[src/hdl/tsc_pkg.sv]
`default_nettype none
// ----------------------------------------------------------------------------
// tsc_pkg
// Shared widths, fixed-point constants and the cell-to-cell bus type for the
// Taylor-series sine/cosine core.
// ----------------------------------------------------------------------------
package tsc_pkg;

    localparam int SERIES_ORDER_DEF = 12;

    localparam int ANGLE_W = 32;   // Q4.28 input angle
    localparam int VALUE_W = 32;   // Q2.30 result
    localparam int ACC_W   = 36;   // signed working width for angles and sums
    localparam int RED_W   = 33;   // reduced angle, [0, 2pi] in Q30
    localparam int X_W     = 31;   // folded angle, [0, pi/2] in Q30
    localparam int TERM_W  = 32;   // unsigned series term, Q30
    localparam int PROD_W  = TERM_W + X_W;
    localparam int FRAC_W  = 30;

    // Reciprocal multiply for the per-cell division by a small constant
    localparam int NUM_W   = 33;
    localparam int RECIP_S = 33;
    localparam int RECIP_W = 34;
    localparam int RPROD_W = NUM_W + RECIP_W;

    localparam logic signed [ACC_W-1:0] ONE_Q30     = 36'sd1073741824;
    localparam logic        [PROD_W-1:0] HALF_LSB   = PROD_W'(64'd536870912);
    localparam logic signed [ACC_W-1:0] HALF_PI_Q30 = 36'sd1686629713;
    localparam logic signed [ACC_W-1:0] PI_Q30      = 36'sd3373259426;
    localparam logic signed [ACC_W-1:0] THR_PI_Q30  = 36'sd5059889139;
    localparam logic signed [ACC_W-1:0] TWO_PI_Q30  = 36'sd6746518852;
    localparam logic signed [ACC_W-1:0] FOUR_PI_Q30 = 36'sd13493037704;

    // Word handed from one cell to the next
    typedef struct packed {
        logic                     valid;
        logic                     odd;    // 1: sine (odd powers)
        logic                     neg;    // quadrant sign
        logic [X_W-1:0]           x;      // folded angle
        logic signed [ACC_W-1:0]  acc;    // partial sum
        logic [TERM_W-1:0]        term;   // latest term, not yet summed
    } t_cell_bus;

endpackage
`default_nettype wire

[src/hdl/tsc_reduce.sv]
`default_nettype none
// ----------------------------------------------------------------------------
// tsc_reduce
// Three-stage front end: range reduction to [0, 2pi], quadrant fold to
// [0, pi/2], and seeding of the series bus.
// ----------------------------------------------------------------------------
module tsc_reduce
    import tsc_pkg::*;
(
    input  wire logic                       i_clk,
    input  wire logic                       i_rst_n,
    input  wire logic                       i_adv,
    input  wire logic                       i_valid,
    input  wire logic                       i_mode,
    input  wire logic signed [ANGLE_W-1:0]  i_angle,
    output      t_cell_bus                  o_bus
);

    logic                       r1_valid, r1_mode;
    logic signed [ACC_W-1:0]    r1_a, r1_ap2, r1_ap4, r1_am2;
    logic signed [ACC_W-1:0]    n1_a;

    logic                       r2_valid, r2_mode;
    logic [RED_W-1:0]           r2_red;
    logic signed [ACC_W-1:0]    n2_sel;

    t_cell_bus                  r3_bus, n3_bus;
    logic signed [ACC_W-1:0]    w_red_s;
    logic signed [ACC_W-1:0]    w_x;

    // Stage 1: widen to Q30 and form the wrap candidates
    assign n1_a = ACC_W'(i_angle) <<< 2;

    always_ff @(posedge i_clk) begin
        if (!i_rst_n) begin
            r1_valid <= 1'b0;
        end else if (i_adv) begin
            r1_valid <= i_valid;
            r1_mode  <= i_mode;
            r1_a     <= n1_a;
            r1_ap2   <= n1_a + TWO_PI_Q30;
            r1_ap4   <= n1_a + FOUR_PI_Q30;
            r1_am2   <= n1_a - TWO_PI_Q30;
        end
    end

    // Stage 2: pick the candidate; exactly 2pi is kept
    always_comb begin
        if (r1_a < 0) begin
            n2_sel = (r1_ap2 < 0) ? r1_ap4 : r1_ap2;
        end else if (r1_am2 > 0) begin
            n2_sel = r1_am2;
        end else begin
            n2_sel = r1_a;
        end
    end

    always_ff @(posedge i_clk) begin
        if (!i_rst_n) begin
            r2_valid <= 1'b0;
        end else if (i_adv) begin
            r2_valid <= r1_valid;
            r2_mode  <= r1_mode;
            r2_red   <= RED_W'(n2_sel);
        end
    end

    // Stage 3: fold to the first quadrant
    assign w_red_s = ACC_W'(r2_red);

    always_comb begin
        n3_bus       = '0;
        n3_bus.valid = r2_valid;
        n3_bus.odd   = !r2_mode;
        if (w_red_s <= HALF_PI_Q30) begin
            w_x        = w_red_s;
            n3_bus.neg = 1'b0;
        end else if (w_red_s <= PI_Q30) begin
            w_x        = PI_Q30 - w_red_s;
            n3_bus.neg = r2_mode;
        end else if (w_red_s <= THR_PI_Q30) begin
            w_x        = w_red_s - PI_Q30;
            n3_bus.neg = 1'b1;
        end else begin
            w_x        = TWO_PI_Q30 - w_red_s;
            n3_bus.neg = !r2_mode;
        end
        n3_bus.x    = X_W'(w_x);
        n3_bus.term = TERM_W'(w_x);
        n3_bus.acc  = r2_mode ? ONE_Q30 : '0;
    end

    always_ff @(posedge i_clk) begin
        if (!i_rst_n) begin
            r3_bus.valid <= 1'b0;
        end else if (i_adv) begin
            r3_bus <= n3_bus;
        end
    end

    assign o_bus = r3_bus;

endmodule
`default_nettype wire

[config.mk]
export PLATFORM = sky130hd
export DESIGN_NAME = tsc_reduce
export DESIGN_NICKNAME = d
export VERILOG_FILES = /design/src/hdl/tsc_pkg.sv /design/src/hdl/tsc_reduce.sv
export SDC_FILE = /design/constraint.sdc
export NUM_CORES = 1
export LEC_CHECK = 0
export ABC_CLOCK_PERIOD_IN_PS = 6060
export BUFFER_PORTS_ARGS = -buffer_cell sky130_fd_sc_hd__clkbuf_2
export CAP_MARGIN = 0
export CORE_ASPECT_RATIO = 1.4
export CORE_UTILIZATION = 55
export CTS_BUF_LIST = sky130_fd_sc_hd__clkbuf_16
export CTS_CLUSTER_SIZE = 30
export DETAILED_ROUTE_END_ITERATION = 8
export GPL_ROUTABILITY_DRIVEN = 0
export HOLD_SLACK_MARGIN = 0.06
export PLACE_DENSITY = 0.85
export SYNTH_ARGS = -nofsm -noshare
export SYNTH_HDL_FRONTEND = slang
export SYNTH_SLANG_ARGS = --single-unit
[constraint.sdc]
create_clock -name i_clk -period 6.06 [get_ports i_clk]
set_clock_uncertainty 0.15 [all_clocks]
set_input_delay 0.303 -clock i_clk [delete_from_list [all_inputs] [get_ports i_clk]]
set_output_delay 0.303 -clock i_clk [all_outputs]
set_load 0.1 [all_outputs]
# Word level (Yosys, flattened, before mapping)
# Index checks and enable logic that the tools add are counted.
# word_totals
ff_bits,274
input_bits,37
elab_cells,38
# op_classes
n_addsub,6
n_lt_le_gt_ge,6
muxes,9
reduce_logical,2
# ops
cell,count
$mux W33,3
$mux W32,3
$sub A32 B32 Y32 const A,2
$add A34 B34 Y35 const B,1
$gt A35 B1 Y1 const B,1
$lt A35 B1 Y1 const B,1
$sub A34 B34 Y35 const B,1
$lt A34 B1 Y1 const B,1
$add A33 B33 Y33 const B,1
$le A33 B31 Y1 const B,1
$le A33 B32 Y1 const B,1
$le A33 B33 Y1 const B,1
$sub A32 B32 Y32 const B,1
$mux W31,1
$mux W1,2
$reduce_and A2 Y1,1
$logic_not A1 Y1,1

# Logic depth before layout (Yosys ltp)
# logic_depth
ltp_word,4
depth_mapped,12

# Least setup slack after synthesis
# Ideal clock, no wire load.
# synth_path
path_type,input -> register
from,input i_adv
to,"register r3_bus (netlist bit o_bus[100]), enable pin"
setup_ns,0.576
t_arrival_ns,4.685
t_required_ns,5.334
path_slack_ns,0.649
cell_stages,1
path_buffers,0
cell_sequence,and2_1
# synth_between
elab_chain_cells,1
# synth_rtl
item,line,source
from (decl),tsc_reduce.sv:12,"input wire logic i_adv,"
$reduce_and A2 Y1 (no line),n/a,
to (signal assigned),tsc_reduce.sv:97,r3_bus <= n3_bus;
to (decl),tsc_reduce.sv:27,"t_cell_bus r3_bus, n3_bus;"
# Every way passes these cells.
# A chain may end at the register's enable or synchronous reset.

==> impl_metrics.ini <==
[die]
floorplan.core_area_sq_um = 20100
placementRows = 61
die-area_sq_um = 21300
floorplan_die_height_um = 172
initial_core_util = 0.567
io-pin-count = 139
die_w_um = 124

[grt]
grt_antenna_before_repair = 0
grt-busiest-layer = met2
grt_first_pass_wirelength_um = 39600
track_usage = 0.244
groute.layer.met2.usage = 0.423
globalRouteMet3Util = 0.0416
via_count_of_the_first_global_routing_pass = 7853
grt_start_max_net_pins = 194
grt-ovfl-total = 0
global_routing_met1_resource_utilization = 0.290

[logic_synthesis]
syn_area_per_cell_sq_um = 10.8
synth_seq_area_share = 0.515
synth_enable_flop_cells = 193
post_synth_inst_count = 1053
synth-async-reset-ratio = 0
dominantRegCellSynth = edfxtp_1
ys_warnings = 0
mappedNetlistArea_sq_um = 11400
synth_seq_cells = 196
yosysUniqueCellTypes = 72

[clocking]
post_cts_resized = 0
ctsRootBufferMaster = clkbuf_16
cts_htree_levels = 4
tritoncts = built
cts-buffers-inserted = 17
clkSlewWorstSetupHoldPaths_ns = 0.07
clock_latency_ns = 0.45
numClockSinks = 196
clock_tree.buffer_depth = 2

[sta]
hold_viol = 0
final-max-slew-violation-count = 0
report.final.setup_viol = 0
timing.final.crit_period_ns = 4.04
timing.final.crit_share = 0.667
layout_setup_ws_ns = 2.02
setup-tns-final_ns = 0
rsz0062_at_grt = no
worst_slew_pin_slew_ns = 1.05
max_freq_ghz = 0.248
maxSlewHeadroom = 0.303

[placement]
buffer_ports.inserted = 101
place.detailed.hpwl_um = 16800
dpl.cell_count = 1310
detailedPlace.worstSlack_ns = 2.25

[outcome]
status = finished, final reports clean

[min_path]
hp-class = in2reg

[detailed_routing]
wire_per_inst_um = 18.1
postRouteAntennaNets = 0
detailroute.via_count = 8341
post_drt_via_cell_ratio = 6.13
first_iter_violations = 1358
drtPass1Iterations = 6
drc_errors = 0
detail_route.wirelength_um = 24700

[final_layout]
number_of_fill_cells_in_the_layout = 1541
post_layout_net_count = 1144
antenna_cells_inserted = 0
layout-area-overhead-vs-synth_pct = 9.01
final_layout_size_suffix_gt1_frac = 0.178
final_util = 0.618
finalNonFillerCells = 1361

[flow_run]
cap_violations = 0

[power]
power_density_nw_per_um2 = 286
vdd_drop_max_mv = 0.207
p_leak_nw = 4.57

[setup_path]
worst_path_required_time_ns = 6.10
timing.critical_path.arrival_ns = 4.08
cp-end-kind = flip-flop
worst_setup_path_category = reg2reg
critical_path.startpoint_type = flip-flop
worstPathMaxFanout = 26
path summary, 6_finish.rpt:
path / from / endpoint / slack [ns] / cells after the start
worst max-delay path: r2_red[4] / o_bus[87] / 2.02 / 10
worst min-delay path: i_angle[2] / r1_a[4] / 0.09 / 1
worst max register to register: r2_red[4] / o_bus[87] / 2.02 / 10
worst min register to register: r1_mode / r2_mode / 0.27 / 0
cell usage in the layout, fill, tap and decap left out, types with 14 or more instances in the layout:
master,synthesis,layout
nand3_1,20,20
a21oi_1,74,74
clkbuf_2,0,101
o21ai_0,49,49
inv_1,24,25
xnor2_1,73,73
edfxtp_1,193,193
conb_1,1,37
mux2_2,32,32
dlygate4sd3_1,0,19
xor2_1,34,34
nand2_1,57,57
a31oi_1,14,14
mux2i_1,34,34
nor2_1,94,94
nor3_1,14,14
nor4_1,19,19
o21a_1,14,14
clkbuf_16,0,17
synth_stat cells (19+ instances only):
library cell / number / area (sq um)
a21oi_1: 74 / 370
buf_4: 69 / 518
clkbuf_1: 55 / 206
edfxtp_1: 193 / 5800
inv_1: 24 / 90.1
mux2_2: 32 / 360
mux2i_1: 34 / 340
nand2_1: 57 / 214
nand3_1: 20 / 100
nor2_1: 94 / 353
nor4_1: 19 / 119
o21ai_0: 49 / 245
xnor2_1: 73 / 639
xor2_1: 34 / 298
state kept, by name, indices dropped and copies added (netlist names):
signal / cells
o_bus: 35
r1_a: 32
r1_am2: 32
r1_ap2: 32
r2_red: 31
r1_ap4: 30
r1_mode: 1
r1_valid: 1
r2_mode: 1
r2_valid: 1
layer usage:
metal  vias up  routed length (um)
li1       3824                   -
met1      3923                9140
met2       491               12900
met3       103                1680
met4         0                 906
met5         -                   0
layout make-up:
type,count,area (sq um),area share
multi-input combinational,728,4770,0.385
clock inverter,15,171,0.0138
clock buffer,17,425,0.0343
inverter,25,93.8,0.00757
timing repair buffer,128,768,0.0620
sequential,196,5860,0.472
tap,252,315,0.0254
worst max-delay path, stage by stage, from the launching register on:
cell and delay, ns:
edfxtp_1 0.48, inv_1 0.16, ha_1 0.23, a21boi_0 0.15, o221ai_1 0.47, a211oi_2 0.25
o21ai_4 0.62, nand2_1 0.52, or3_1 0.49, a21oi_1 0.17, xor2_1 0.08
power breakdown:
part / switching, mW / leakage, nW / internal [mW]
Combinational: 0.547 / 2.45 / 0.183
Sequential: 0.0616 / 1.83 / 1.62
Clock: 0.516 / 0.291 / 0.621
metrics by stage:
stage | hold WS [ns] | total power [mW] | area [sq um]
4_1_cts | 0.0635 | 3.55 | 12400
5_1_grt | 0.0843 | 3.66 | 12400
3_3_place_gp | 0.252 | 2.40 | 11600
3_5_place_dp | 0.255 | 2.42 | 11600
2_1_floorplan | 0.250 | 2.33 | 11500
6_report | 0.0852 | 3.54 | 12400
what timing repair did:
item | CTS | global route
buffers inserted | 0 | 0
setup endpoints to repair | 0 | 0
hold endpoints to repair | 21 | 0
hold buffers | 19 | 0
logic make-up (layout without fill, tap and decap cells):
| kind of cell | Yosys count | in the layout | share of synthesized area |
|---|---|---|---|
| XOR/XNOR | 107 | 107 | 0.0824 |
| flip-flops | 196 | 196 | 0.515 |
| AO/OA/AOI/OAI | 230 | 230 | 0.131 |
| AND/OR/NAND/NOR | 277 | 277 | 0.119 |
| multiplexers | 66 | 66 | 0.0616 |
| adder cells (fa/ha/maj) | 11 | 11 | 0.0121 |
| other | 1 | 37 | 0.000330 |
| buffers and inverters | 165 | 185 | 0.0788 |
(Power assumes the default switching activity.)
