[config.mk]
export PLATFORM = sky130hd
export DESIGN_NAME = tsc_cell
export DESIGN_NICKNAME = d
export VERILOG_FILES = /design/src/hdl/tsc_pkg.sv /design/src/hdl/tsc_cell.sv
export SDC_FILE = /design/constraint.sdc
export NUM_CORES = 2
export LEC_CHECK = 0
export CORE_ASPECT_RATIO = 1.2
export CORE_MARGIN = 2
export CORE_UTILIZATION = 50
export DETAILED_ROUTE_END_ITERATION = 8
export DONT_BUFFER_PORTS = 1
export SLEW_MARGIN = 20
export SYNTH_ARGS = -nofsm -noshare
export SYNTH_HDL_FRONTEND = slang
export SYNTH_SLANG_ARGS = --single-unit
[constraint.sdc]
create_clock -name i_clk -period 13 [get_ports i_clk]
set_input_delay 0 -clock i_clk [delete_from_list [all_inputs] [get_ports i_clk]]
set_output_delay 0 -clock i_clk [all_outputs]
set_load 0.05 [all_outputs]
[src/hdl/tsc_pkg.sv]
`default_nettype none
// ----------------------------------------------------------------------------
// tsc_pkg
// Shared widths, fixed-point constants and the cell-to-cell bus type for the
// Taylor-series sine/cosine core.
// ----------------------------------------------------------------------------
package tsc_pkg;

    localparam int SERIES_ORDER_DEF = 12;

    localparam int ANGLE_W = 32;   // Q4.28 input angle
    localparam int VALUE_W = 32;   // Q2.30 result
    localparam int ACC_W   = 36;   // signed working width for angles and sums
    localparam int RED_W   = 33;   // reduced angle, [0, 2pi] in Q30
    localparam int X_W     = 31;   // folded angle, [0, pi/2] in Q30
    localparam int TERM_W  = 32;   // unsigned series term, Q30
    localparam int PROD_W  = TERM_W + X_W;
    localparam int FRAC_W  = 30;

    // Reciprocal multiply for the per-cell division by a small constant
    localparam int NUM_W   = 33;
    localparam int RECIP_S = 33;
    localparam int RECIP_W = 34;
    localparam int RPROD_W = NUM_W + RECIP_W;

    localparam logic signed [ACC_W-1:0] ONE_Q30     = 36'sd1073741824;
    localparam logic        [PROD_W-1:0] HALF_LSB   = PROD_W'(64'd536870912);
    localparam logic signed [ACC_W-1:0] HALF_PI_Q30 = 36'sd1686629713;
    localparam logic signed [ACC_W-1:0] PI_Q30      = 36'sd3373259426;
    localparam logic signed [ACC_W-1:0] THR_PI_Q30  = 36'sd5059889139;
    localparam logic signed [ACC_W-1:0] TWO_PI_Q30  = 36'sd6746518852;
    localparam logic signed [ACC_W-1:0] FOUR_PI_Q30 = 36'sd13493037704;

    // Word handed from one cell to the next
    typedef struct packed {
        logic                     valid;
        logic                     odd;    // 1: sine (odd powers)
        logic                     neg;    // quadrant sign
        logic [X_W-1:0]           x;      // folded angle
        logic signed [ACC_W-1:0]  acc;    // partial sum
        logic [TERM_W-1:0]        term;   // latest term, not yet summed
    } t_cell_bus;

endpackage
`default_nettype wire

[src/hdl/tsc_cell.sv]
`default_nettype none
// ----------------------------------------------------------------------------
// tsc_cell
// One series cell. Sums the incoming term (power K-1) when its parity
// matches, and builds the term for power K: round(t*x >> 30), then a
// rounded divide by K via reciprocal multiply with one correction step.
// Four stages.
// ----------------------------------------------------------------------------
module tsc_cell
    import tsc_pkg::*;
#(
    parameter int K = 2
) (
    input  wire logic       i_clk,
    input  wire logic       i_rst_n,
    input  wire logic       i_adv,
    input  wire t_cell_bus  i_bus,
    output t_cell_bus       o_bus
);

    localparam int PWR      = K - 1;
    localparam bit PWR_ODD  = (PWR % 2) == 1;
    localparam bit PWR_NEG  = ((PWR / 2) % 2) == 1;
    localparam logic [NUM_W-1:0]   K_N    = NUM_W'(K);
    localparam logic [NUM_W-1:0]   K_HALF = NUM_W'(K / 2);
    localparam logic [RECIP_W-1:0] RECIP  = RECIP_W'((64'd1 << RECIP_S) / K);

    t_cell_bus              r1_bus, n1_bus;
    logic [PROD_W-1:0]      r1_p;
    t_cell_bus              r2_bus;
    logic [NUM_W-1:0]       r2_n;
    t_cell_bus              r3_bus;
    logic [NUM_W-1:0]       r3_n;
    logic [RPROD_W-1:0]     r3_prod;
    t_cell_bus              r4_bus, n4_bus;

    logic [TERM_W-1:0]      w_q0;
    logic [NUM_W-1:0]       w_rem;

    // Stage 1: accumulate previous term, multiply by x
    always_comb begin
        n1_bus = i_bus;
        if (i_bus.odd == PWR_ODD) begin
            if (PWR_NEG) begin
                n1_bus.acc = i_bus.acc - ACC_W'(i_bus.term);
            end else begin
                n1_bus.acc = i_bus.acc + ACC_W'(i_bus.term);
            end
        end
    end

    always_ff @(posedge i_clk) begin
        if (!i_rst_n) begin
            r1_bus.valid <= 1'b0;
        end else if (i_adv) begin
            r1_bus <= n1_bus;
            r1_p   <= PROD_W'(i_bus.term) * PROD_W'(i_bus.x);
        end
    end

    // Stage 2: round back to Q30, add K/2 for the rounded divide
    always_ff @(posedge i_clk) begin
        if (!i_rst_n) begin
            r2_bus.valid <= 1'b0;
        end else if (i_adv) begin
            r2_bus <= r1_bus;
            r2_n   <= NUM_W'((r1_p + HALF_LSB) >> FRAC_W) + K_HALF;
        end
    end

    // Stage 3: quotient estimate by reciprocal
    always_ff @(posedge i_clk) begin
        if (!i_rst_n) begin
            r3_bus.valid <= 1'b0;
        end else if (i_adv) begin
            r3_bus  <= r2_bus;
            r3_n    <= r2_n;
            r3_prod <= RPROD_W'(r2_n) * RPROD_W'(RECIP);
        end
    end

    // Stage 4: estimate is exact or one low; fix it up
    always_comb begin
        w_q0   = TERM_W'(r3_prod >> RECIP_S);
        w_rem  = r3_n - NUM_W'(NUM_W'(w_q0) * K_N);
        n4_bus = r3_bus;
        n4_bus.term = (w_rem >= K_N) ? w_q0 + TERM_W'(1) : w_q0;
    end

    always_ff @(posedge i_clk) begin
        if (!i_rst_n) begin
            r4_bus.valid <= 1'b0;
        end else if (i_adv) begin
            r4_bus <= n4_bus;
        end
    end

    assign o_bus = r4_bus;

endmodule
`default_nettype wire

* Word-level counts from Yosys, hierarchy flattened
Index checks and enable logic that the tools add are counted.
Word-level totals: bits of input ports 105, output and inout bits 102, flip-flop bits (word level) 441, logic and storage cells 34
Operators by class: reduce and logical (&&, ||, !) cells 1, $lt $le $gt $ge 1, add/subtract/negate cells 5, $mul 1, mux-type cells 2
Operator list (number):
- adder 63 x 30 -> 63 bit, second input constant | 1
- multiplier 32 x 31 -> 63 bit | 1
- adder 36 x 32 -> 36 bit | 1
- 2-to-1 mux 36 bit | 1
- adder 33 x 1 -> 33 bit, second input constant | 1
- greater-or-equal comparator 33 x 2 -> 1 bit, second input constant | 1
- subtractor 33 bit | 1
- adder 32 x 1 -> 32 bit, second input constant | 1
- 2-to-1 mux 32 bit | 1
- AND reduction 2 bit | 1

* Logic depth before layout (Yosys ltp)
depth after elaboration 3, mapped depth 29

* Least setup slack after synthesis
OpenSTA, ideal clock, no wires.
path kind input -> register, from input i_adv, to register r3_bus, in the netlist n4_bus[100] (enable), setup slack 2767 ps, arrival time 9413 ps, library setup time 819 ps, stages 2, path through clkbuf_1 and2_1
Between the ends: cells in the longest elaborated chain, start to end 1
RTL lines:
- from (decl) | RTL line tsc_cell.sv:16 | input wire logic i_adv,
- AND reduction 2 bit (no line)
- to (signal assigned) | RTL line tsc_cell.sv:76 | r3_bus <= r2_bus;
- to (decl) | RTL line tsc_cell.sv:32 | t_cell_bus r3_bus;
Every way passes these cells. A chain may end at the register's enable or synchronous reset.

* Final worst setup path
from input i_bus[86] (netlist name), to register r1_p[49] (data pin)
Between the ends: cells in the longest elaborated chain, start to end 1
RTL lines:
- from (decl) | RTL line tsc_cell.sv:17 | input wire t_cell_bus i_bus,
- multiplier 32 x 31 -> 63 bit | RTL line tsc_cell.sv:57 | r1_p <= PROD_W'(i_bus.term) * PROD_W'(i_bus.x);
- to (signal assigned) | RTL line tsc_cell.sv:57
- to (decl) | RTL line tsc_cell.sv:29 | logic [PROD_W-1:0] r1_p;
Every way passes these cells.

==> run summary <==
Worst-Skew Late Latency - 590 ps
Final min period - 7230 ps
Fin util - 0.538
Outcome - completed
Asr flop ratio synth - 0
Dpl hpwl - 87,200 um
Post-CTS setup repair buffer count - 0
Yosys top cell area share - 0.368
I/O pin count - 207
Setup Crit Path Kind - input port to flip-flop
Critical Path End Type - flip-flop
Critical path arrival - 7570 ps
Ys Warns - 0
Multi-input gate area - 30,900 um^2
Syn nets - 5,620
Area contributors post-synth - fa_1 37%, edfxtp_1 26%, ha_1 7.6%, and2_1 7.1%, inv_1 6.7%
Hold buffer count at CTS - 116
F_max - 0.138 GHz
CTS Buf Count - 40
Routed WL - 122,000 um
Register bit total from synthesis - 410
GRT Residual Overflow - 0
M1 wire length - 44,300 um
RSZ-0062 raised after global routing - no
Antenna violations before repair - 3
FILL cells - 8,383
Overall die area - 96,800 um^2
Final Hold Fails - 0
Top Layer Used - met5
Antenna Nets Post-Route - 0
Initial DRT Pass Iterations - 5
Most common cell on crit path - fa_1
R2R depth - 11
Clock sinks - 410
Critical Path Source Type - input port
I/O Buffers - 0
Worst R2R Start - r1_p[30]$_DFFE_PP_
Die W - 284 um
Iteration-0 DRC Markers - 1,674
RePlAce Congestion - 0.869
Synth Flop Type - edfxtp_1
Reg2reg setup slack - 9140 ps
Worst-Margin Slew - 972 ps
Starting Density - 0.504
Crit path largest cell delay - 660 ps
Row count - 123
Crit share post-route - 0.556
Met2 routed WL - 65,900 um
Count of different cell masters after synthesis - 77
Hold EP - o_bus[36]$_DFFE_PP_
WP data required - 13,340 ps
Met3 Wirelength - 6070 um
TritonCTS clock tree - done
Largest net degree at the start of global routing - 82
Syn_area_per_cell - 10.8 um^2
Synthesis-to-finish area growth - 6.83%
Vias - 30,394
Setup TNS - 0 ps
Htree depth - 2
Vias in the first global route - 33,058
HP Start - i_adv
Core box area - 93,600 um^2
GRT Total Usage - 0.263
Max Slew Vio Count - 0
Sequential fraction of the synthesis area - 0.260
Total of max-cap violations - 0
Hold path depth - 1
Number of synthesized flops with an enable pin - 406
Worst hold path class - input port to flip-flop
Slew Limit Headroom - 0.352
Slowest CP cell - o21ai_0
# nets final - 5,569
Crit Path Max Fanout - 35
Resize count post-CTS - 0
Clk buf depth - 3
Share of cells above drive strength 1 - 0.0251
Critical-path cell list - and2_1, fa_1, inv_1, fa_1, inv_1, fa_1, inv_1, fa_1, inv_1, fa_1, fa_1, fa_1, fa_1, ha_1, nand2_1, o31ai_1, nand3_1, o21ai_0, o31a_1, o21ai_0, a31o_2, o21ai_0, a211o_1, xor2_1
Mapped cell area - 47,100 um^2
Clock Skew - 18.2 ps
Gate Count Post-Synth - 4,362
# DRC - 0
Critical R2R Capture - r2_n[32]$_DFFE_PP_
Via density - 5.43
Die height - 340 um
Area leader, netlist - fa_1
Final setup fails - 0
Sequential cell area - 12,300 um^2
Clock transition at the registers of the reported paths - 60 ps
Routed len/inst - 21.9 um
First-pass GRT wire length - 192,000 um
Root Buffer - clkbuf_16
[worst max path at each step]
stage                     startpoint                    end  cells past startpoint
after detailed placement   i_bus[84]     r1_p[49]$_DFFE_PP_                     24
after floorplan                i_adv  n4_bus[100]$_DFFE_PP_                      2
after global routing       i_bus[84]     r1_p[49]$_DFFE_PP_                     24
after CTS                  i_bus[13]     r1_p[49]$_DFFE_PP_                     26
final                      i_bus[86]     r1_p[49]$_DFFE_PP_                     24
after global placement     i_bus[13]     r1_p[49]$_DFFE_PP_                     26
[worst max-delay path: cells and delay by family]
family,cells,cell delay (ps)
XOR/XNOR,1,60
buffers and inverters,4,210
AO/OA/AOI/OAI,7,2480
AND/OR/NAND/NOR,3,480
adder cells (fa/ha/maj),9,4280
[per-stage QoR]
step / area [um^2] / hold WS (ps) / worst slack, ps / cells
finish: 50400 / 24.7 / 5770 / 5597
global placement: 47900 / 98.9 / 5220 / 5403
detailed placement: 47900 / 98.9 / 5210 / 5403
floorplan: 47100 / 98.9 / 2770 / 4362
global route: 50400 / 33.8 / 5510 / 5592
CTS: 50400 / 7.32 / 5820 / 5592
[flip-flops by register name (all words and copies together), names as in the netlist]
name / count
r1_p: 34
r2_bus: 70
r1_bus: 70
n4_bus: 70
o_bus: 102
r3_n: 32
r2_n: 32
[synth_stat cells, drive strengths merged (6+ instances only)]
| cell | count |
|---|---|
| clkbuf | 209 |
| xnor2 | 72 |
| nand3 | 39 |
| a21oi | 90 |
| o31ai | 7 |
| and3 | 17 |
| xor2 | 42 |
| nand2b | 13 |
| and2 | 536 |
| nor2 | 61 |
| o211ai | 6 |
| a31oi | 11 |
| ha | 287 |
| nand2 | 530 |
| nor3b | 6 |
| o21a | 14 |
| nand4b | 6 |
| fa | 866 |
| nor3 | 24 |
| buf | 6 |
| a21o | 43 |
| edfxtp | 406 |
| a211oi | 13 |
| inv | 837 |
| nor2b | 13 |
| o21ai | 64 |
| and4 | 9 |
| nand4 | 16 |
| mux2 | 22 |
| o21bai | 12 |
| nand3b | 9 |
[layer usage]
metal	vias to the layer above	global-route usage
met1	15863	0.303
met2	915	0.485
met3	287	0.0338
met4	2	0.120
met5	-	0
li1	13327	-
[logic make-up after synthesis]
family	share of synthesized area
flops	0.260
simple gates	0.143
xor+xnor	0.0212
mux	0.00632
compound gates	0.0414
buf+inv	0.0839
fa+ha+maj	0.444
[area by class of cell]
cell class                 count  share of cell area
sequential                   410               0.244
clock buffer                  48              0.0205
timing repair buffer         122              0.0241
antenna                        5            0.000248
multi-input combinational   2900               0.614
clock inverter                25             0.00415
tap                         1250              0.0311
inverter                     837              0.0624
[placed cells by master, fill, tap and decap left out, types with 7 or more instances in the layout]
master,instances
a211oi_1,13
a21o_1,43
a21oi_1,90
a31oi_1,11
and2_1,535
and3_1,16
and4_1,9
clkbuf_1,8
clkbuf_16,40
clkinv_1,11
dlygate4sd3_1,115
edfxtp_1,406
fa_1,866
ha_1,287
inv_1,837
mux2_2,22
nand2_1,530
nand2b_1,13
nand3_1,39
nand3b_1,9
nand4_1,15
nor2_1,61
nor2b_1,13
nor3_1,22
o21a_1,14
o21ai_0,64
o21bai_1,12
o31ai_1,7
xnor2_1,72
xor2_1,42
Power is not shown: default switching activity piles up to over one toggle a cycle in this logic, so the estimate is an artifact.
