==> src/hdl/tsc_pkg.sv <==
`default_nettype none
// ----------------------------------------------------------------------------
// tsc_pkg
// Shared widths, fixed-point constants and the cell-to-cell bus type for the
// Taylor-series sine/cosine core.
// ----------------------------------------------------------------------------
package tsc_pkg;

    localparam int SERIES_ORDER_DEF = 12;

    localparam int ANGLE_W = 32;   // Q4.28 input angle
    localparam int VALUE_W = 32;   // Q2.30 result
    localparam int ACC_W   = 36;   // signed working width for angles and sums
    localparam int RED_W   = 33;   // reduced angle, [0, 2pi] in Q30
    localparam int X_W     = 31;   // folded angle, [0, pi/2] in Q30
    localparam int TERM_W  = 32;   // unsigned series term, Q30
    localparam int PROD_W  = TERM_W + X_W;
    localparam int FRAC_W  = 30;

    // Reciprocal multiply for the per-cell division by a small constant
    localparam int NUM_W   = 33;
    localparam int RECIP_S = 33;
    localparam int RECIP_W = 34;
    localparam int RPROD_W = NUM_W + RECIP_W;

    localparam logic signed [ACC_W-1:0] ONE_Q30     = 36'sd1073741824;
    localparam logic        [PROD_W-1:0] HALF_LSB   = PROD_W'(64'd536870912);
    localparam logic signed [ACC_W-1:0] HALF_PI_Q30 = 36'sd1686629713;
    localparam logic signed [ACC_W-1:0] PI_Q30      = 36'sd3373259426;
    localparam logic signed [ACC_W-1:0] THR_PI_Q30  = 36'sd5059889139;
    localparam logic signed [ACC_W-1:0] TWO_PI_Q30  = 36'sd6746518852;
    localparam logic signed [ACC_W-1:0] FOUR_PI_Q30 = 36'sd13493037704;

    // Word handed from one cell to the next
    typedef struct packed {
        logic                     valid;
        logic                     odd;    // 1: sine (odd powers)
        logic                     neg;    // quadrant sign
        logic [X_W-1:0]           x;      // folded angle
        logic signed [ACC_W-1:0]  acc;    // partial sum
        logic [TERM_W-1:0]        term;   // latest term, not yet summed
    } t_cell_bus;

endpackage
`default_nettype wire

==> src/hdl/tsc_final.sv <==
`default_nettype none
// ----------------------------------------------------------------------------
// tsc_final
// Adds the last term, saturates to +/-1 and applies the quadrant sign.
// The second stage is the output register.
// ----------------------------------------------------------------------------
module tsc_final
    import tsc_pkg::*;
#(
    parameter int PWR = SERIES_ORDER_DEF - 1
) (
    input  wire logic                       i_clk,
    input  wire logic                       i_rst_n,
    input  wire logic                       i_adv,
    input  wire t_cell_bus                  i_bus,
    output      logic                       o_valid,
    output      logic signed [VALUE_W-1:0]  o_value
);

    localparam bit PWR_ODD = (PWR % 2) == 1;
    localparam bit PWR_NEG = ((PWR / 2) % 2) == 1;

    logic                       r1_valid, r1_neg;
    logic signed [ACC_W-1:0]    r1_acc, n1_acc;
    logic                       r2_valid;
    logic signed [VALUE_W-1:0]  r2_value;
    logic signed [ACC_W-1:0]    w_sat, w_res;

    always_comb begin
        n1_acc = i_bus.acc;
        if (i_bus.odd == PWR_ODD) begin
            if (PWR_NEG) begin
                n1_acc = i_bus.acc - ACC_W'(i_bus.term);
            end else begin
                n1_acc = i_bus.acc + ACC_W'(i_bus.term);
            end
        end
    end

    always_ff @(posedge i_clk) begin
        if (!i_rst_n) begin
            r1_valid <= 1'b0;
        end else if (i_adv) begin
            r1_valid <= i_bus.valid;
            r1_neg   <= i_bus.neg;
            r1_acc   <= n1_acc;
        end
    end

    always_comb begin
        if (r1_acc > ONE_Q30) begin
            w_sat = ONE_Q30;
        end else if (r1_acc < -ONE_Q30) begin
            w_sat = -ONE_Q30;
        end else begin
            w_sat = r1_acc;
        end
        w_res = r1_neg ? -w_sat : w_sat;
    end

    always_ff @(posedge i_clk) begin
        if (!i_rst_n) begin
            r2_valid <= 1'b0;
        end else if (i_adv) begin
            r2_valid <= r1_valid;
            r2_value <= VALUE_W'(w_res);
        end
    end

    assign o_valid = r2_valid;
    assign o_value = r2_value;

endmodule
`default_nettype wire

==> config.mk <==
export PLATFORM = sky130hd
export DESIGN_NAME = tsc_final
export DESIGN_NICKNAME = d
export VERILOG_FILES = /design/src/hdl/tsc_pkg.sv /design/src/hdl/tsc_final.sv
export SDC_FILE = /design/constraint.sdc
export NUM_CORES = 1
export LEC_CHECK = 0
export BUFFER_PORTS_ARGS = -buffer_cell sky130_fd_sc_hd__buf_4
export CORE_ASPECT_RATIO = 1.4
export CORE_MARGIN = 1
export CORE_UTILIZATION = 50
export CTS_CLUSTER_DIAMETER = 100
export DETAILED_ROUTE_END_ITERATION = 8
export PLACE_DENSITY = 0.79
export SKIP_CTS_REPAIR_TIMING = 1
export SLEW_MARGIN = 0
export SYNTH_ARGS = -nofsm -noshare
export SYNTH_HDL_FRONTEND = slang
export SYNTH_SLANG_ARGS = --single-unit
==> constraint.sdc <==
create_clock -name i_clk -period 3.42 [get_ports i_clk]
set_input_delay 0.342 -clock i_clk [delete_from_list [all_inputs] [get_ports i_clk]]
set_output_delay 0.342 -clock i_clk [all_outputs]
set_load 0.01 [all_outputs]
## Yosys cells after proc, flatten, opt, wreduce, memory -nomap -nowiden

Cells that the tools add are included.

- Add/subtract/negate cells: 2
- Mux-type cells: 4
- $lt $le $gt $ge: 2
- Reductions and logical operators: 1

Operator list:

| operator | number |
|---|---|
| 2-to-1 mux 32 bit | 3 |
| greater-than comparator 36 x 32 -> 1 bit (second input constant) | 1 |
| less-than comparator 36 x 31 -> 1 bit (second input constant) | 1 |
| 2-to-1 mux 36 bit | 1 |
| subtractor 36 x 32 -> 36 bit | 1 |
| negator 32 bit | 1 |
| AND reduction 2 bit | 1 |

- Word-level logic and storage cells: 14
- Bits in registers: 71

## Logic depth before layout (Yosys ltp)

Gate-level depths: netlist of run 1.

- Depth in word-level cells: 5
- Mapped depth: 12

## Worst setup path before layout of run 1

No wires, ideal clock.

- Path kind: reg-to-reg
- From: register r1_acc[26]
- To: register r2_value[30] (netlist: o_value[30]) (data pin)
- Cell stages (with the launch flop): 12
- Setup time: 0.276 ns
- Required time: 3.144 ns
- Setup slack: 0.296 ns
- Clock period less this slack: 3.124 ns
- Data arrival time: 2.848 ns
- Cell sequence: edfxtp_1 or3_4 or4_1 o41a_1 o32ai_2 buf_2 nand2_1 ha_1 clkbuf_1 nand2_1 o311ai_0 xor2_1

- Cells in the longest elaborated chain, start to end: 5
- Elaborated cells between the ends (all ways): 6

RTL lines:

| element | line | source |
|---|---|---|
| start, declared | tsc_final.sv:24 | `logic signed [ACC_W-1:0] r1_acc, n1_acc;` |
| start signal, assigned | tsc_final.sv:46 | `r1_acc <= n1_acc;` |
| less-than comparator 36 x 31 -> 1 bit | tsc_final.sv:53 | `end else if (r1_acc < -ONE_Q30) begin` |
| 2-to-1 mux 32 bit | tsc_final.sv:53 |  |
| 2-to-1 mux 32 bit * | tsc_final.sv:51 | `if (r1_acc > ONE_Q30) begin` |
| negator 32 bit | tsc_final.sv:58 | `w_res = r1_neg ? -w_sat : w_sat;` |
| 2-to-1 mux 32 bit * | tsc_final.sv:58 |  |
| named net w_res[30] | tsc_final.sv:27 | `logic signed [ACC_W-1:0] w_sat, w_res;` |
| end signal, assigned | tsc_final.sv:66 | `r2_value <= VALUE_W'(w_res);` |
| end, declared | tsc_final.sv:26 | `logic signed [VALUE_W-1:0] r2_value;` |

The timed path passes the listed nets; every way through them passes the cells marked *.
A chain may end at the register's enable or synchronous reset.

## Worst setup path in the final report of run 1

- From: register r1_acc[24]
- To: register r2_value[30] (netlist: o_value[30]) (data pin)

The elaborated chain is that of the path after synthesis.

==> qor.log, run 1 <==
qor: synthesis.synth_seq_cells 71
qor: clock_tree.cts.htree.levels 3
qor: synthesis.synth_largest_type_area_fraction 36.0%
qor: power_and_ir_drop.pwr-share-clk 30.7%
qor: layout.multi_input_comb_area 3330 sq um
qor: die.floorplan.die.height 129 um
qor: sta.worst_clock_skew 0.00608 ns
qor: sta.hold_slack 0.189 ns
qor: sta.fmaxAchievable 310 MHz
qor: synthesis.yosys_most_used_dff sky130_fd_sc_hd__edfxtp_1
qor: global_route.global_route.usage.total 23.1%
qor: detailed_routing.highest_layer met4
qor: detailed_routing.drt-wirelength-per-cell 15.0 um
qor: place.placement.io_buffers 106
qor: die.core-area 11300 sq um
qor: power_and_ir_drop.net-switching-power 0.704 mW
qor: layout.design.final.nets 893
qor: detailed_routing.drc_errors 0
qor: place.detailedPlace.worstSlack 0.215 ns
qor: place.detailed_place_hpwl 10.8 mm
qor: layout.sequential_cell_area 2110 sq um
qor: critical_path.worst_setup_path_start_kind flop
qor: synthesis.yosys.cell_count.top_type sky130_fd_sc_hd__edfxtp_1
qor: global_route.antenna_found_initial 0
qor: die.ios 138
qor: power_and_ir_drop.power_leakage 2.95 nW
qor: critical_path.r2r-start r1_acc[24]$_DFFE_PP_
qor: power_and_ir_drop.finalPower 2.53 mW
qor: synthesis.library_cell_with_the_largest_summed_area_after_synthesis sky130_fd_sc_hd__edfxtp_1
qor: detailed_routing.vias_per_cell 5.82
qor: clock_tree.cts.sinks 71
qor: synthesis.synth.lib_cells_used.distinct 63
qor: layout.n_fill_cell 1017
qor: detailed_routing.dr.pass1.iters 4
qor: synthesis.synth_area_leaders sky130_fd_sc_hd__edfxtp_1 (36%), sky130_fd_sc_hd__ha_1 (7.2%), sky130_fd_sc_hd__nand2_1 (4.1%), sky130_fd_sc_hd__a21oi_1 (4.1%), sky130_fd_sc_hd__nor2_1 (3.2%)
qor: detailed_routing.met3WireLength 521 um
qor: power_and_ir_drop.power_density 361 nW/um^2
qor: critical_path.crit_type reg -> reg
qor: die.fp.dieArea 12000 sq um
qor: die.die_width 92.7 um
qor: clock_tree.worstSkewPairLatency 0.33 ns
qor: sta.post-route-min-period 3.22 ns
qor: die.row_count 46
qor: detailed_routing.route.antenna.remaining_nets 0
qor: detailed_routing.finalWirelength 13.6 mm
qor: sta.setup_total_negative_slack 0 ns
qor: global_route.grt_pass1_vias 4770
qor: synthesis.synth_seq_area_share 36.7%
qor: sta.slew_headroom 29.6%
qor: critical_path.critPathLaunch r1_acc[24]$_DFFE_PP_
qor: critical_path.cp-end-kind flop
qor: sta.fin_crit_sh 94.3%
qor: critical_path.critical_path_required 3.47 ns
qor: detailed_routing.m1WireLength 5.64 mm
qor: detailed_routing.met2WireLength 6.94 mm
qor: layout.area_delta_synth_final 21.8%
qor: power_and_ir_drop.p_seq_share 42.4%
qor: clock_tree.numCtsBuffers 9
qor: layout.number_of_inserted_diodes 0
qor: clock_tree.cts_tree yes
qor: worst_hold_path.hold_path.class in -> reg
qor: synthesis.ys_async_sr_fraction 0%
qor: sta.post-route-worst-setup-slack 0.195 ns
qor: clock_tree.cts.root.buffer_cell sky130_fd_sc_hd__clkbuf_16
qor: sta.setup_repair_after_global_routing_missed_its_margin no
qor: synthesis.synth-edff-count 69
qor: clock_tree.clk_transition_reported_paths 0.05 ns
qor: synthesis.synth.cells.most_frequent sky130_fd_sc_hd__edfxtp_1 (69), sky130_fd_sc_hd__nand2_1 (63), sky130_fd_sc_hd__nor2_1 (49)
qor: power_and_ir_drop.power_frac_comb 26.9%
qor: layout.layout-drive-gt1-share 21.6%
qor: clock_tree.clk_path_buf_depth 2
qor: worst_hold_path.hp-start i_bus[99]
qor: sta.worst_slew_pin_slew 1.06 ns
qor: sta.final-max-slew-violation-count 0
qor: synthesis.synth_area_per_inst 8.90 sq um
qor: global_route.overflow 0
qor: die.initial_utilization 51.0%
qor: power_and_ir_drop.swShare 27.8%
qor: synthesis.syn-cell-area 5760 sq um
qor: sta.finalHoldViolCount 0
qor: detailed_routing.initialDrtViolationCount 308
qor: power_and_ir_drop.internal-power 1.83 mW
qor: job.maxCapViolations 0
qor: synthesis.yosysWarnings 0
qor: critical_path.cp.arrival 3.28 ns
qor: status.run_status completed
qor: synthesis.syn_inst 647
qor: place.gp_weighted_congestion 0.958
qor: global_route.grt_pass1_wl 21.9 mm
qor: global_route.grt_max_degree 47
qor: synthesis.post_syn_nets 786
qor: critical_path.crit_fanout 12
qor: detailed_routing.vias 5259
qor: power_and_ir_drop.worst_ir_drop_vdd 309 uV
qor: sta.setup_violating_endpoint_count_in_the_final_report 0
## area by class of cell
class	instances	share of cell area, %
multi-input cells	497	47.5
flip-flops and latches	71	30.1
well taps	144	2.57
inverters	48	2.57
clock inverters	2	0.143
clock buffers	14	3.48
repair buffers	127	13.6
## layer usage
metal  track usage (%)  up-vias
met1              27.7     2416
met5                 0        -
met4              11.4        0
li1                  -     2634
met2              41.2      180
met3              2.54       29
## kinds of logic after synthesis
group,after synthesis,share of synthesized area (%)
xor+xnor,36,5.48
mux,20,3.78
flops,71,36.7
compound gates,185,22.0
buf+inv,79,5.41
simple gates,222,19.1
fa+ha+maj,34,7.52
## placed cells by master (no fill, tap or decap), types with 5 or more instances in the layout
master / synthesis / routed
sky130_fd_sc_hd__a31oi_1: 7 / 7
sky130_fd_sc_hd__a221o_1: 10 / 10
sky130_fd_sc_hd__nand3b_1: 5 / 5
sky130_fd_sc_hd__or4_1: 5 / 5
sky130_fd_sc_hd__nand3_1: 24 / 24
sky130_fd_sc_hd__mux2i_1: 6 / 6
sky130_fd_sc_hd__o211ai_1: 7 / 7
sky130_fd_sc_hd__nand2_1: 63 / 63
sky130_fd_sc_hd__edfxtp_1: 69 / 69
sky130_fd_sc_hd__a21o_1: 13 / 13
sky130_fd_sc_hd__and3_1: 5 / 5
sky130_fd_sc_hd__clkbuf_1: 24 / 5
sky130_fd_sc_hd__o21a_1: 7 / 7
sky130_fd_sc_hd__o21ai_0: 31 / 31
sky130_fd_sc_hd__nor3_1: 20 / 20
sky130_fd_sc_hd__or2_2: 5 / 5
sky130_fd_sc_hd__nor4_1: 5 / 5
sky130_fd_sc_hd__nor2b_1: 10 / 10
sky130_fd_sc_hd__inv_1: 47 / 47
sky130_fd_sc_hd__mux2_2: 14 / 14
sky130_fd_sc_hd__o41ai_1: 6 / 6
sky130_fd_sc_hd__o2111ai_1: 6 / 6
sky130_fd_sc_hd__clkbuf_16: 0 / 9
sky130_fd_sc_hd__a21oi_1: 47 / 47
sky130_fd_sc_hd__nor2_1: 49 / 49
sky130_fd_sc_hd__nand4_1: 7 / 7
sky130_fd_sc_hd__o31ai_1: 10 / 10
sky130_fd_sc_hd__xor2_1: 20 / 20
sky130_fd_sc_hd__xnor2_1: 16 / 16
sky130_fd_sc_hd__ha_1: 33 / 33
sky130_fd_sc_hd__a211oi_1: 12 / 12
sky130_fd_sc_hd__buf_4: 1 / 127
sky130_fd_sc_hd__nor3b_1: 5 / 5
## sequential cells by signal, summed over array words and instances (netlist names)
signal    count
r1_valid      1
r1_neg        1
o_valid       1
o_value      32
r1_acc       36
## power by group through the flow
stage               Combinational (mW)  Sequential (mW)  Clock (mW)
detailed placement               0.669             1.09           0
CTS                              0.674             1.07       0.793
global route                     0.750             1.08       0.826
floorplan                        0.457             1.08           0
global placement                 0.652             1.08           0
finish                           0.680             1.07       0.778
## path summary, 6_finish.rpt
path                           endpoint  slack [ns]  cells past startpoint
setup / recovery  o_value[30]$_DFFE_PP_        0.20                     10
hold reg to reg   r1_valid$_SDFFE_PN0P_        0.53                      2
hold / removal         r1_neg$_DFFE_PP_        0.19                      1
setup reg to reg  o_value[30]$_DFFE_PP_        0.20                     10
## worst max-delay path, cell delays in order (launching register included)
cell and delay (ns):
sky130_fd_sc_hd__edfxtp_1 0.42, sky130_fd_sc_hd__or2_2 0.35, sky130_fd_sc_hd__or4_1 0.49, sky130_fd_sc_hd__o41a_1 0.36, sky130_fd_sc_hd__o32ai_2 0.11, sky130_fd_sc_hd__buf_4 0.19
sky130_fd_sc_hd__nand2_1 0.08, sky130_fd_sc_hd__ha_1 0.36, sky130_fd_sc_hd__nand3_1 0.18, sky130_fd_sc_hd__o311ai_0 0.16, sky130_fd_sc_hd__xor2_1 0.23
## stage by stage
step	utilization [%]	std cells	instance area [sq um]
floorplan	-	647	5760
global placement	59.9	887	6760
detailed placement	59.9	887	6760
CTS	62.2	903	7010
global route	62.2	903	7010
finish	62.2	903	7010
(Power assumes the default switching activity.)
==> run 2, diff against run 1 <==
--- a/config.mk
+++ b/config.mk
@@ -5,13 +5,14 @@
 export SDC_FILE = /design/constraint.sdc
 export NUM_CORES = 1
 export LEC_CHECK = 0
+export ABC_CLOCK_PERIOD_IN_PS = 3420
 export BUFFER_PORTS_ARGS = -buffer_cell sky130_fd_sc_hd__buf_4
 export CORE_ASPECT_RATIO = 1.4
 export CORE_MARGIN = 1
-export CORE_UTILIZATION = 50
+export CORE_UTILIZATION = 55
 export CTS_CLUSTER_DIAMETER = 100
 export DETAILED_ROUTE_END_ITERATION = 8
-export PLACE_DENSITY = 0.79
+export PLACE_DENSITY = 0.86
 export SKIP_CTS_REPAIR_TIMING = 1
 export SLEW_MARGIN = 0
 export SYNTH_ARGS = -nofsm -noshare
==> run 2 against run 1 <==
Net effect:
- die area decreased by 8.9%
- first-iteration DRC count decreased by 15%
- clock skew is 0.0025 ns lower
- setup slack lost 0.038 ns
- flip-flop and latch count is the same
- wire length rose by 0.85%
- sequential share of layout area is essentially flat
- core utilization up 7.6 points
- total power up 2.8%
- final area is 0.14% higher
- via count rose by 1.8%
- largest cell class unchanged
- largest power group unchanged
==> qor.log, run 2 (synthesis gave the netlist of run 1 again) <==
qor: sta.hold_slack 0.193 ns [+0.00414 ns]
qor: die.floorplan.die.height 123 um [-4.6%]
qor: sta.post-route-min-period 3.26 ns [+0.0379 ns]
qor: layout.number_of_inserted_diodes 0 [unchanged]
qor: clock_tree.clk_path_buf_depth 2 [unchanged]
qor: clock_tree.worstSkewPairLatency 0.33 ns [about the same]
qor: die.ios 138 [unchanged]
qor: layout.sequential_cell_area 2110 sq um [unchanged]
qor: detailed_routing.vias 5354 [+1.8%]
qor: sta.setup_violating_endpoint_count_in_the_final_report 0 [unchanged]
qor: sta.fin_crit_sh 95.4% [+1.1 points]
qor: layout.area_delta_synth_final 22.0%
qor: global_route.grt_pass1_vias 4983 [+4.5%]
qor: clock_tree.cts.htree.levels 3 [unchanged]
qor: critical_path.critPathLaunch r1_acc[24]$_DFFE_PP_
qor: detailed_routing.finalWirelength 13.7 mm [+0.85%]
qor: sta.worst_clock_skew 0.00359 ns [-0.00249 ns]
qor: detailed_routing.dr.pass1.iters 5 [+1]
qor: die.core-area 10100 sq um [-11%]
qor: die.initial_utilization 57.2% [+6.2 points]
qor: detailed_routing.drt-wirelength-per-cell 15.3 um [+2.1%]
qor: status.run_status completed
qor: clock_tree.cts_tree yes
qor: critical_path.crit_fanout 12 [unchanged]
qor: layout.largest_register_ff_count 36 [unchanged]
qor: clock_tree.cts.root.buffer_cell sky130_fd_sc_hd__clkbuf_16
qor: layout.mostFrequentLayoutCells sky130_fd_sc_hd__buf_4 (125), sky130_fd_sc_hd__edfxtp_1 (69), sky130_fd_sc_hd__nand2_1 (63)
qor: detailed_routing.route.antenna.remaining_nets 0 [unchanged]
qor: worst_hold_path.hp-start i_bus[99]
qor: place.cell_count_post_placement 876 [-1.2%]
qor: global_route.grt_max_degree 70 [+49%]
qor: critical_path.timing.reg2reg.worst_path_depth 9 [-1]
qor: detailed_routing.initialDrtViolationCount 262 [-15%]
qor: clock_tree.clk_transition_reported_paths 0.05 ns [about the same]
qor: global_route.grt_pass1_wl 22.2 mm [+0.97%]
qor: worst_hold_path.whs_path_depth 1 [unchanged]
qor: job.maxCapViolations 0 [unchanged]
qor: place.placement.io_buffers 106 [unchanged]
qor: power_and_ir_drop.power_density 371 nW/um^2 [+2.7%]
qor: critical_path.worst_r2r_endpoint o_value[30]$_DFFE_PP_
qor: layout.multi_input_comb_area 3340 sq um [+0.34%]
qor: sta.slew_headroom 35.8% [+6.2 points]
qor: global_route.antenna_found_initial 0 [unchanged]
qor: layout.layout-drive-gt1-share 21.4% [-0.21 points]
qor: sta.setup_repair_after_global_routing_missed_its_margin no
qor: sta.setup_total_negative_slack 0 ns [unchanged]
qor: layout.design.final.nets 891 [-0.22%]
qor: power_and_ir_drop.power_leakage 2.95 nW [about the same]
qor: clock_tree.numCtsBuffers 9 [unchanged]
qor: global_route.global_route.usage.total 26.4% [+3.3 points]
qor: place.gp_weighted_congestion 0.964 [+0.62%]
qor: critical_path.cp-end-kind flop
qor: critical_path.crit_type reg -> reg
qor: place.detailed_place_hpwl 10.7 mm [-0.56%]
qor: worst_hold_path.hold_path.class in -> reg
qor: worst_hold_path.min_delay_worst_endpoint r1_neg$_DFFE_PP_
qor: die.row_count 43 [-6.5%]
qor: critical_path.critical_path_required 3.48 ns [about the same]
qor: die.fp.dieArea 10900 sq um [-8.9%]
qor: layout.post_route_insts_no_fill 892 [-1.2%]
qor: critical_path.r2r-start r1_acc[24]$_DFFE_PP_
qor: layout.final_common_cell sky130_fd_sc_hd__buf_4
qor: power_and_ir_drop.worst_ir_drop_vdd 241 uV [-22%]
qor: sta.final-max-slew-violation-count 0 [unchanged]
qor: detailed_routing.vias_per_cell 6.00 [+3.1%]
qor: critical_path.setup.reg_to_reg.worst_slack 0.16 ns [-0.04 ns]
qor: global_route.overflow 0 [unchanged]
qor: sta.finalHoldViolCount 0 [unchanged]
qor: layout.n_fill_cell 778 [-24%]
qor: sta.fmaxAchievable 306 MHz [-1.2%]
qor: sta.worst_slew_pin_slew 0.963 ns [-0.0932 ns]
qor: layout.register_bank_with_the_most_flops r1_acc
qor: detailed_routing.drc_errors 0 [unchanged]
qor: critical_path.cp.arrival 3.32 ns [+0.04 ns]
qor: die.die_width 88.5 um [-4.6%]
qor: clock_tree.cts.sinks 71 [unchanged]
qor: critical_path.worst_setup_path_start_kind flop
-- run 2: worst max-delay path by stage --
stage,endpoint,slack (ns)
after floorplan,o_value[30]$_DFFE_PP_,0.30
after global placement,o_value[30]$_DFFE_PP_,0.19
after detailed placement,o_value[30]$_DFFE_PP_,0.11
after CTS,o_value[30]$_DFFE_PP_,0.1
after global routing,o_value[30]$_DFFE_PP_,0.007
final,o_value[30]$_DFFE_PP_,0.16
-- run 2: layout make-up --
cell class	count	area share [%]
multi-input cells	497	47.6
flip-flops and latches	71	30.1
repair buffers	125	13.4
clock buffers	9	3.21
inverters	48	2.57
well taps	135	2.41
clock inverters	7	0.766
-- run 2: critical path, cell delays in order (launching register included) --
cell and delay, ns:
sky130_fd_sc_hd__edfxtp_1 0.43, sky130_fd_sc_hd__or2_2 0.36, sky130_fd_sc_hd__or4_1 0.49, sky130_fd_sc_hd__o41a_1 0.39, sky130_fd_sc_hd__o32ai_4 0.22, sky130_fd_sc_hd__nand2_1 0.14, sky130_fd_sc_hd__ha_1 0.38, sky130_fd_sc_hd__nand3_1 0.18
sky130_fd_sc_hd__o311ai_0 0.17, sky130_fd_sc_hd__xor2_1 0.23
-- run 2: report_power, final --
part           internal [mW]  switching [mW]
Combinational          0.310           0.374
Clock                  0.548           0.297
Sequential              1.03          0.0455
-- run 2: metrics by stage --
| step | setup WS [ns] | utilization, % | cell area [sq um] | total power, mW |
|---|---|---|---|---|
| 2_1_floorplan | 0.296 | - | 5760 | 1.54 |
| 3_3_place_gp | 0.186 | 66.9 | 6730 | 1.73 |
| 3_5_place_dp | 0.111 | 66.9 | 6730 | 1.75 |
| 4_1_cts | 0.0981 | 69.7 | 7010 | 2.60 |
| 5_1_grt | 0.00667 | 69.8 | 7020 | 2.72 |
| 6_report | 0.157 | 69.8 | 7020 | 2.60 |
-- run 2: per-layer routing --
metal,track usage (%),up-vias,part of all wire (%)
li1,-,2638,-
met1,29.6,2452,39
met2,46.6,222,51
met5,0,-,0
met4,15.4,0,4.4
met3,4.14,42,5.3
==> run 3, diff against run 2 <==
--- a/config.mk
+++ b/config.mk
@@ -5,7 +5,7 @@
 export SDC_FILE = /design/constraint.sdc
 export NUM_CORES = 1
 export LEC_CHECK = 0
-export ABC_CLOCK_PERIOD_IN_PS = 3420
+export ABC_CLOCK_PERIOD_IN_PS = 3740
 export BUFFER_PORTS_ARGS = -buffer_cell sky130_fd_sc_hd__buf_4
 export CORE_ASPECT_RATIO = 1.4
 export CORE_MARGIN = 1
==> constraint.sdc (replaced) <==
create_clock -name i_clk -period 3.74 [get_ports i_clk]
set_input_delay 0.374 -clock i_clk [delete_from_list [all_inputs] [get_ports i_clk]]
set_output_delay 0.374 -clock i_clk [all_outputs]
set_load 0.01 [all_outputs]
==> run 3 against run 2 <==
Net effect:
- final area shrank 1.6%
- cell count shrank 1.1%
- core utilization down 1.1 points
- sequential share of layout area is 0.49 points higher
- non-clock buffer count is 10 lower
- sequential power is 8% lower
- critical path depth is 1 higher
- register-to-register slack improved by 0.09 ns
- die area is the same
- clock skew is 0.00072 ns higher
- clock power is 16% lower
- fmax fell by 6.6%
- critical endpoint is now o_value[22]$_DFFE_PP_
==> qor.log, run 3 (synthesis gave the netlist of run 1 again) <==
qor: status.run_status completed
qor: critical_path.cp.arrival 3.57 ns [+0.25 ns]
qor: clock_tree.cts.sinks 71 [unchanged]
qor: sta.fin_crit_sh 93.4% [-2.0 points]
qor: power_and_ir_drop.worst_ir_drop_vdd 219 uV [-8.9%]
qor: layout.layout-drive-gt1-share 20.2% [-1.2 points]
qor: detailed_routing.drt-wirelength-per-cell 15.5 um [+1.4%]
qor: detailed_routing.drc_errors 0 [unchanged]
qor: global_route.antenna_found_initial 0 [unchanged]
qor: critical_path.critical_path_required 3.81 ns [+0.33 ns]
qor: place.placement.io_buffers 106 [unchanged]
qor: global_route.overflow 0 [unchanged]
qor: layout.final_common_cell sky130_fd_sc_hd__buf_4
qor: detailed_routing.vias_per_cell 6.05 [+0.83%]
qor: detailed_routing.route.antenna.remaining_nets 0 [unchanged]
qor: clock_tree.worstSkewPairLatency 0.33 ns [about the same]
qor: critical_path.timing.reg2reg.worst_path_depth 10 [+1]
qor: sta.setup_violating_endpoint_count_in_the_final_report 0 [unchanged]
qor: clock_tree.cts.root.buffer_cell sky130_fd_sc_hd__clkbuf_16
qor: worst_hold_path.whs_path_depth 1 [unchanged]
qor: critical_path.worst_setup_path_start_kind flop
qor: die.row_count 43 [unchanged]
qor: die.die_width 88.5 um [unchanged]
qor: die.initial_utilization 57.2% [unchanged]
qor: detailed_routing.vias 5338 [-0.30%]
qor: sta.slew_headroom 37.9% [+2.2 points]
qor: clock_tree.cts.htree.levels 3 [unchanged]
qor: place.detailed_place_hpwl 10.8 mm [+0.61%]
qor: sta.setup_repair_after_global_routing_missed_its_margin no
qor: critical_path.cell_with_the_biggest_individual_delay_on_the_critical_path sky130_fd_sc_hd__edfxtp_1
qor: critical_path.crit_type reg -> reg
qor: clock_tree.numCtsBuffers 9 [unchanged]
qor: critical_path.critical-path-max-stage-delay 0.47 ns [-0.02 ns]
qor: sta.post-route-min-period 3.49 ns [+0.230 ns]
qor: place.gp_weighted_congestion 0.962 [-0.16%]
qor: clock_tree.clk_path_buf_depth 2 [unchanged]
qor: global_route.global_route.usage.total 26.2% [-0.21 points]
qor: global_route.grt_max_degree 47 [-33%]
qor: sta.worst_clock_skew 0.00431 ns [+0.000717 ns]
qor: global_route.grt_pass1_vias 4877 [-2.1%]
qor: clock_tree.cts_tree yes
qor: detailed_routing.initialDrtViolationCount 304 [+16%]
qor: die.floorplan.die.height 123 um [unchanged]
qor: sta.setup_total_negative_slack 0 ns [unchanged]
qor: critical_path.cp_cell_sequence or3_4 > or4_1 > o41a_1 > o32ai_2 > nand2_1 > ha_1 > buf_4 > nand3_1 > a21oi_1 > a221o_1
qor: worst_hold_path.hold_path.class in -> reg
qor: layout.design.final.nets 881 [-1.1%]
qor: layout.register_bank_with_the_most_flops r1_acc
qor: layout.area_delta_synth_final 20.1%
qor: power_and_ir_drop.finalPower 2.31 mW [-11%]
qor: die.core-area 10100 sq um [unchanged]
qor: critical_path.crit_fanout 10 [-2]
qor: detailed_routing.dr.pass1.iters 5 [unchanged]
qor: layout.number_of_inserted_diodes 0 [unchanged]
qor: power_and_ir_drop.power_density 334 nW/um^2 [-9.8%]
qor: layout.largest_register_ff_count 36 [unchanged]
qor: sta.worst_slew_pin_slew 0.931 ns [-0.0324 ns]
qor: critical_path.cp-end-kind flop
qor: layout.mostFrequentLayoutCells sky130_fd_sc_hd__buf_4 (115), sky130_fd_sc_hd__edfxtp_1 (69), sky130_fd_sc_hd__nand2_1 (63)
qor: layout.fin_util 68.7% [-1.1 points]
qor: job.maxCapViolations 0 [unchanged]
qor: sta.final-max-slew-violation-count 0 [unchanged]
qor: sta.fmaxAchievable 286 MHz [-6.6%]
qor: die.ios 138 [unchanged]
qor: global_route.grt_pass1_wl 22.0 mm [-0.90%]
qor: detailed_routing.finalWirelength 13.7 mm [+0.27%]
qor: die.fp.dieArea 10900 sq um [unchanged]
qor: sta.finalHoldViolCount 0 [unchanged]
qor: sta.hold_slack 0.222 ns [+0.0296 ns]
qor: place.place_area 6660 sq um [-1.1%]
qor: power_and_ir_drop.power_leakage 2.89 nW [-2.1%]
qor: layout.postLayoutCellArea 6910 sq um [-1.6%]
qor: clock_tree.clk_transition_reported_paths 0.05 ns [about the same]
==> run 3: per-layer routing <==
metal,GRT usage (%),wire length [um],vias to the layer above
li1,-,-,2618
met1,29.4,5470,2456
met2,47.2,7110,218
met3,2.74,549,46
met4,15.3,567,0
met5,0,0,-
==> run 3: path summary, 6_finish.rpt <==
| path | to | slack, ns | start |
|---|---|---|---|
| max reg2reg | o_value[22]$_DFFE_PP_ | 0.25 | r1_acc[26]$_DFFE_PP_ |
| min reg2reg | r1_valid$_SDFFE_PN0P_ | 0.52 | r1_valid$_SDFFE_PN0P_ |
| max | o_value[22]$_DFFE_PP_ | 0.25 | r1_acc[26]$_DFFE_PP_ |
| min | r1_neg$_DFFE_PP_ | 0.22 | i_bus[99] |
==> run 3: final cells by class <==
cell class                 instances  area, sq um
multi-input combinational        497         3330
clock inverter                     1         5.00
timing repair buffer             115          863
clock buffer                      15          248
fill                             795         3150
tap                              135          169
inverter                          48          180
sequential                        71         2110
==> run 3: critical path: cells and delay by family (launching register included) <==
| family | cells | cell delay, ns |
|---|---|---|
| compound gates | 4 | 1.06 |
| fa+ha+maj | 1 | 0.37 |
| buf+inv | 1 | 0.21 |
| flops | 1 | 0.47 |
| simple gates | 4 | 1.12 |
==> run 3: per-stage QoR <==
stage	std cells	setup slack, ns
after floorplan	647	0.616
after global placement	866	0.409
after detailed placement	866	0.325
after CTS	882	0.271
after global routing	882	0.0915
final	882	0.247
==> run 3: report_power, final <==
part	total (mW)	internal, mW	switching [mW]	leakage (nW)
Clock	0.711	0.447	0.264	0.122
Sequential	0.984	0.940	0.0442	0.705
Combinational	0.613	0.276	0.337	2.06
